--- config.mk ---
export PLATFORM = sky130hd
export DESIGN_NAME = mheq_ctrl
export DESIGN_NICKNAME = d
export VERILOG_FILES = /design/src/mheq_pkg.sv /design/src/mheq_ctrl.sv
export VERILOG_INCLUDE_DIRS = /design/src /design/src/src
export SDC_FILE = /design/constraint.sdc
export NUM_CORES = 1
export LEC_CHECK = 0
export BUFFER_PORTS_ARGS = -buffer_cell sky130_fd_sc_hd__clkbuf_2
export CORE_AREA = 2 2 39 41
export DETAILED_ROUTE_END_ITERATION = 16
export DIE_AREA = 0 0 41 43
export GPL_ROUTABILITY_DRIVEN = 0
export MAX_ROUTING_LAYER = met4
export SLEW_MARGIN = 10
export SYNTH_ARGS = -nofsm -noshare
export SYNTH_HDL_FRONTEND = slang
export SYNTH_SLANG_ARGS = --single-unit
--- constraint.sdc ---
create_clock -name clk -period 1.3 [get_ports clk]
set_clock_uncertainty 0.15 [all_clocks]
set_input_delay 0.26 -clock clk [delete_from_list [all_inputs] [get_ports clk]]
set_output_delay 0.26 -clock clk [all_outputs]
set_load 0.02 [all_outputs]
--- src/min_heap_event_queue_macros.svh ---
// Assertion macros shared by the event queue modules.
`ifndef MIN_HEAP_EVENT_QUEUE_MACROS_SVH
`define MIN_HEAP_EVENT_QUEUE_MACROS_SVH

// Same-cycle implication, sampled on clk, quiet during reset.
`define MHEQ_ASSERT_NOW(lbl, ante, cons, msg) \
  lbl: assert property (@(posedge clk) disable iff (!rst_n) (ante) |-> (cons)) \
    else $error(msg);

// Next-cycle implication, sampled on clk, quiet during reset.
`define MHEQ_ASSERT_NEXT(lbl, ante, cons, msg) \
  lbl: assert property (@(posedge clk) disable iff (!rst_n) (ante) |=> (cons)) \
    else $error(msg);

`endif

--- src/mheq_pkg.sv ---
// Types and constants of the min-heap event queue.
`timescale 1ns / 1ps
package mheq_pkg;

  localparam int CAPACITY = 1024;
  localparam int TAG_BITS = 16;
  localparam int KEY_W    = 32;
  localparam int TAG_W    = 16;
  localparam int OCC_W    = 11;
  localparam int ADDR_W   = $clog2(CAPACITY);
  localparam int CNT_W    = $clog2(CAPACITY + 1);

  localparam logic ACT_INSERT = 1'b0;
  localparam logic ACT_DELETE = 1'b1;

  typedef struct packed {
    logic             action;
    logic [KEY_W-1:0] key;
    logic [TAG_W-1:0] tag;
  } in_t;

  typedef struct packed {
    logic [KEY_W-1:0] removed_key;
    logic [TAG_W-1:0] removed_tag;
    logic [KEY_W-1:0] head_key;
    logic [TAG_W-1:0] head_tag;
    logic [OCC_W-1:0] occupancy;
    logic             is_empty;
    logic             fault;
  } out_t;

  typedef struct packed {
    logic [KEY_W-1:0]    key;
    logic [TAG_BITS-1:0] tag;
  } entry_t;

  typedef enum logic [3:0] {
    CMD_NONE,
    CMD_LOAD_INS,
    CMD_LOAD_DEL,
    CMD_FAULT,
    CMD_DEL_LOAD,
    CMD_UP_READ,
    CMD_UP_MOVE,
    CMD_DN_READ,
    CMD_DN_MOVE,
    CMD_PLACE,
    CMD_PUBLISH
  } cmd_t;

  typedef struct packed {
    logic full;
    logic empty;
    logic at_root;
    logic leaf;
    logic up_less;
    logic dn_greater;
  } status_t;

endpackage

--- src/mheq_ctrl.sv ---
// Controller state machine that sequences inserts, deletes and sifts.
`timescale 1ns / 1ps
`include "min_heap_event_queue_macros.svh"
module mheq_ctrl (
  input  logic             clk,
  input  logic             rst_n,
  input  logic             start,
  input  logic             action,
  input  mheq_pkg::status_t status,
  output logic             busy,
  output logic             out_valid,
  output mheq_pkg::cmd_t   cmd
);
  import mheq_pkg::*;

  typedef enum logic [2:0] {
    S_IDLE,
    S_UP_TEST,
    S_UP_CMP,
    S_DEL_WAIT,
    S_DN_TEST,
    S_DN_CMP,
    S_DONE
  } state_t;

  state_t state_r, state_nxt;
  logic   out_valid_r, out_valid_nxt;

  always_comb begin
    state_nxt     = state_r;
    cmd           = CMD_NONE;
    out_valid_nxt = 1'b0;
    unique case (state_r)
      S_IDLE: begin
        if (start) begin
          if (action == ACT_INSERT) begin
            if (status.full) begin
              cmd       = CMD_FAULT;
              state_nxt = S_DONE;
            end else begin
              cmd       = CMD_LOAD_INS;
              state_nxt = S_UP_TEST;
            end
          end else begin
            if (status.empty) begin
              cmd       = CMD_FAULT;
              state_nxt = S_DONE;
            end else begin
              cmd       = CMD_LOAD_DEL;
              state_nxt = S_DEL_WAIT;
            end
          end
        end
      end
      S_UP_TEST: begin
        if (status.at_root) begin
          cmd       = CMD_PLACE;
          state_nxt = S_DONE;
        end else begin
          cmd       = CMD_UP_READ;
          state_nxt = S_UP_CMP;
        end
      end
      S_UP_CMP: begin
        if (status.up_less) begin
          cmd       = CMD_UP_MOVE;
          state_nxt = S_UP_TEST;
        end else begin
          cmd       = CMD_PLACE;
          state_nxt = S_DONE;
        end
      end
      S_DEL_WAIT: begin
        // last entry is in the read register; count is already decremented
        cmd       = CMD_DEL_LOAD;
        state_nxt = status.empty ? S_DONE : S_DN_TEST;
      end
      S_DN_TEST: begin
        if (status.leaf) begin
          cmd       = CMD_PLACE;
          state_nxt = S_DONE;
        end else begin
          cmd       = CMD_DN_READ;
          state_nxt = S_DN_CMP;
        end
      end
      S_DN_CMP: begin
        if (status.dn_greater) begin
          cmd       = CMD_DN_MOVE;
          state_nxt = S_DN_TEST;
        end else begin
          cmd       = CMD_PLACE;
          state_nxt = S_DONE;
        end
      end
      S_DONE: begin
        cmd           = CMD_PUBLISH;
        out_valid_nxt = 1'b1;
        state_nxt     = S_IDLE;
      end
      default: begin
        state_nxt = S_IDLE;
      end
    endcase
  end

  always_ff @(posedge clk) begin
    if (!rst_n) begin
      state_r     <= S_IDLE;
      out_valid_r <= 1'b0;
    end else begin
      state_r     <= state_nxt;
      out_valid_r <= out_valid_nxt;
    end
  end

  assign busy      = (state_r != S_IDLE);
  assign out_valid = out_valid_r;

  `MHEQ_ASSERT_NEXT(a_strobe_single, out_valid_r, !out_valid_r, "result strobe longer than one cycle")
  `MHEQ_ASSERT_NOW(a_strobe_idle, out_valid_r, state_r == S_IDLE, "result shown while still working")
  `MHEQ_ASSERT_NEXT(a_accept_busy, start && (state_r == S_IDLE), state_r != S_IDLE, "accepted item not started")

endmodule

==> flow_metrics.py <==
metrics = {
    "status": {
        "status": "finished with violations",
        "violations": "setup timing",
    },
    "synth": {
        "syn-instance-count": 52,
        "synth-simple-area-share_pct": 33.4,
        "synthXorXnorAreaFrac_pct": 0,
        "ys_seq_area_share_pct": 20.6,
        "yosysUniqueCellTypes": 25,
        "synth_adder_area_share_pct": 0,
        "yosys-top-cells-area": "dfxtp_1, buf_6, a21oi_1, nor2_1, nor3_1",
        "avgSynthCellArea_um2": 7.48,
        "synth_edf_count": 0,
        "ys_seq_elements": 4,
        "yosys.area.top_type": "dfxtp_1",
        "synth_flop_cell": "dfxtp_1",
        "synth_top_area_share_pct": 20.6,
        "syn_area_um2": 389,
        "syn-num-nets": 62,
        "synthMuxAreaShare_pct": 3.86,
        "yosys_warnings": 0,
        "synth_top_family_by_area": "simple AND/OR/NAND/NOR gates",
        "async_flop_share_pct": 0,
        "synth-compound-area-share_pct": 28.9,
    },
    "sta": {
        "hold_violations": 0,
        "layout_min_cycle_time_ns": 1.69,
        "period_share_pct": 130,
        "fmax_mhz": 593,
        "relSlewSlack_pct": 80.8,
        "worst_slew_pin_slew_ns": 0.286,
        "drv_slew": 0,
        "rsz0062_at_grt": "true",
        "finalSetupViolCount": 7,
        "fin_ws_ns": -0.385,
    },
    "cells_and_area": {
        "final_cell_mix": "buf_4, clkbuf_2, buf_6",
        "fillers": 122,
        "syn2layout_area_growth_pct": 113,
        "multiInputGateArea_um2": 383,
        "regArea_um2": 91.3,
        "n_antenna_cell": 0,
        "drive_above_1_share_pct": 75.9,
        "postLayoutCoreUtil_pct": 59.8,
        "final_common_cell": "buf_4",
        "final_cells": 103,
        "nets": 99,
    },
    "setup_path": {
        "cp_slowest_cell": "dfxtp_4",
        "r2r_start": "state_r[2]$_SDFFE_PN0P_",
        "r2r_cells": 5,
        "path_cells": "buf_6 > nor2_4 > o211ai_1 > a21oi_2 > clkbuf_8",
        "max_stage_delay_ns": 0.37,
        "critPathMaxFanout": 6,
        "crit_family": "flip-flops",
        "worst-endpoint-arrival_ns": 1.28,
        "cp-end-kind": "output port",
        "path_class": "register to output port",
        "critPathBufInv": 2,
        "reg2reg_slack_ns": -0.01,
        "r2r-end": "state_r[2]$_SDFFE_PN0P_",
        "cp_data_required_time_ns": 0.89,
        "cp-start-kind": "register",
    },
    "min_path": {
        "min_delay_path_depth": 3,
        "hold_class": "primary input to register",
        "whs_endpoint": "state_r[1]$_SDFFE_PN0P_",
        "worstHoldStart": "rst_n",
    },
    "clocking": {
        "root_buffer": "clkbuf_4",
        "cts_hold_buf": 0,
        "clk_pin_slew_ns": 0.04,
        "cts_max_level": 1,
        "clockBufferDepth": 2,
        "cts.sinks": 4,
        "worstSkewPairLatency_ns": 0.23,
        "cts_buffers": 3,
        "tritoncts": "done",
    },
    "route": {
        "wl_per_cell_um": 13.3,
        "drc": 0,
        "wirelength_mm": 1.37,
        "firstDrtPassIters": 4,
        "via_count": 530,
        "drt_iter0_markers": 7,
        "ant_nets": 0,
        "via_per_inst": 5.15,
    },
    "global_routing": {
        "grt_max_degree": 10,
        "grt.total_usage_pct": 18.7,
        "grt.overflow.total": 0,
        "grt_antenna_before_repair": 0,
        "grt_pass1_vias": 523,
        "grt_pass1_wl_mm": 2.20,
    },
    "pwr": {
        "leakage_nw": 0.364,
        "max-vdd-ir-drop_v": 0.00112,
        "powerDensity_nw_per_um2": 2410,
    },
    "die": {
        "die-height_um": 43,
        "ios": 16,
        "die_x_um": 41,
        "dieArea_um2": 1760,
        "num_rows": 14,
        "core-area_um2": 1380,
        "start_util_pct": 28.1,
    },
    "placement": {
        "place_ws_ns": -0.235,
        "dp.cells": 95,
        "hpwl_um": 918,
        "io_buffers": 15,
    },
    "flow_run": {
        "maxCapViolations": 0,
    },
}
registers in the layout, summed over array words and instances, names as in the netlist:
register   flops
state_r        3
out_valid      1
metrics by stage:
stage	setup TNS, ns	hold slack (ns)	total power [mW]	instance area, um^2
finish	-1.82	0.145	2.00	827
global route	-2.15	0.163	2.11	827
CTS	-1.88	0.136	1.86	785
detailed placement	-1.13	0.385	1.34	629
global placement	-1.04	0.387	1.33	629
floorplan	-0.233	0.262	0.980	449
per-layer routing:
metal  track usage, %  vias to the layer above  routed length [um]
li1                 -                      262                   -
met1             22.4                      262                 556
met2             31.3                        6                 782
met3             1.57                        0                  26
met4             6.00                        0                   0
met5                -                        -                   0
where the power goes:
group	internal (mW)	total (mW)	switching (mW)	leakage (nW)
clock	0.103	0.150	0.0466	0.0138
sequential	0.186	0.272	0.0858	0.0348
combinational	0.864	1.57	0.710	0.316
synthesized netlist by cell type (all sizes together), types with 2 or more instances:
cell type and n:
nor2 7, a21oi 5, dfxtp 4, nand2 4, buf 3, nand3 3
nor3 3, o21ai 3, a31oi 2, nand2b 2, nor2b 2, o211ai 2
o31ai 2
cells by family after synthesis:
logic type	after synthesis
AND/OR/NAND/NOR	24
AO/OA/AOI/OAI	18
buffers and inverters	5
flip-flops	4
multiplexers	1
worst max path at each step:
stage	startpoint	to	cells after the start
floorplan	state_r[0]$_SDFFE_PN0P_	cmd[2]	4
global placement	state_r[1]$_SDFFE_PN0P_	cmd[0]	4
detailed placement	state_r[1]$_SDFFE_PN0P_	cmd[1]	5
CTS	state_r[2]$_SDFFE_PN0P_	cmd[1]	5
global route	state_r[2]$_SDFFE_PN0P_	cmd[3]	4
finish	state_r[1]$_SDFFE_PN0P_	cmd[1]	5
what timing repair did:
| item | in CTS | in global routing |
|---|---|---|
| buffers inserted | 6 | 0 |
| pin swaps | 9 | 3 |
| endpoints found under the setup margin | 8 | 8 |
| gates cloned | 0 | 0 |
| gates resized for setup | 24 | 15 |
worst reg2reg max path, delay by kind of cell, from the launching register on:
family,cells,cell delay [ns]
buffers and inverters,3,0.39
flip-flops,1,0.35
AO/OA/AOI/OAI,1,0.25
AND/OR/NAND/NOR,1,0.05
layout make-up:
class,count,share of cell area [%]
Clock buffer,3,2.72
Sequential cell,4,11.0
Inverter,1,0.454
Timing Repair Buffer,36,37.1
Multi-Input combinational cell,43,46.3
Tap cell,16,2.42
No activity file was read; power rests on OpenSTA's default activity.
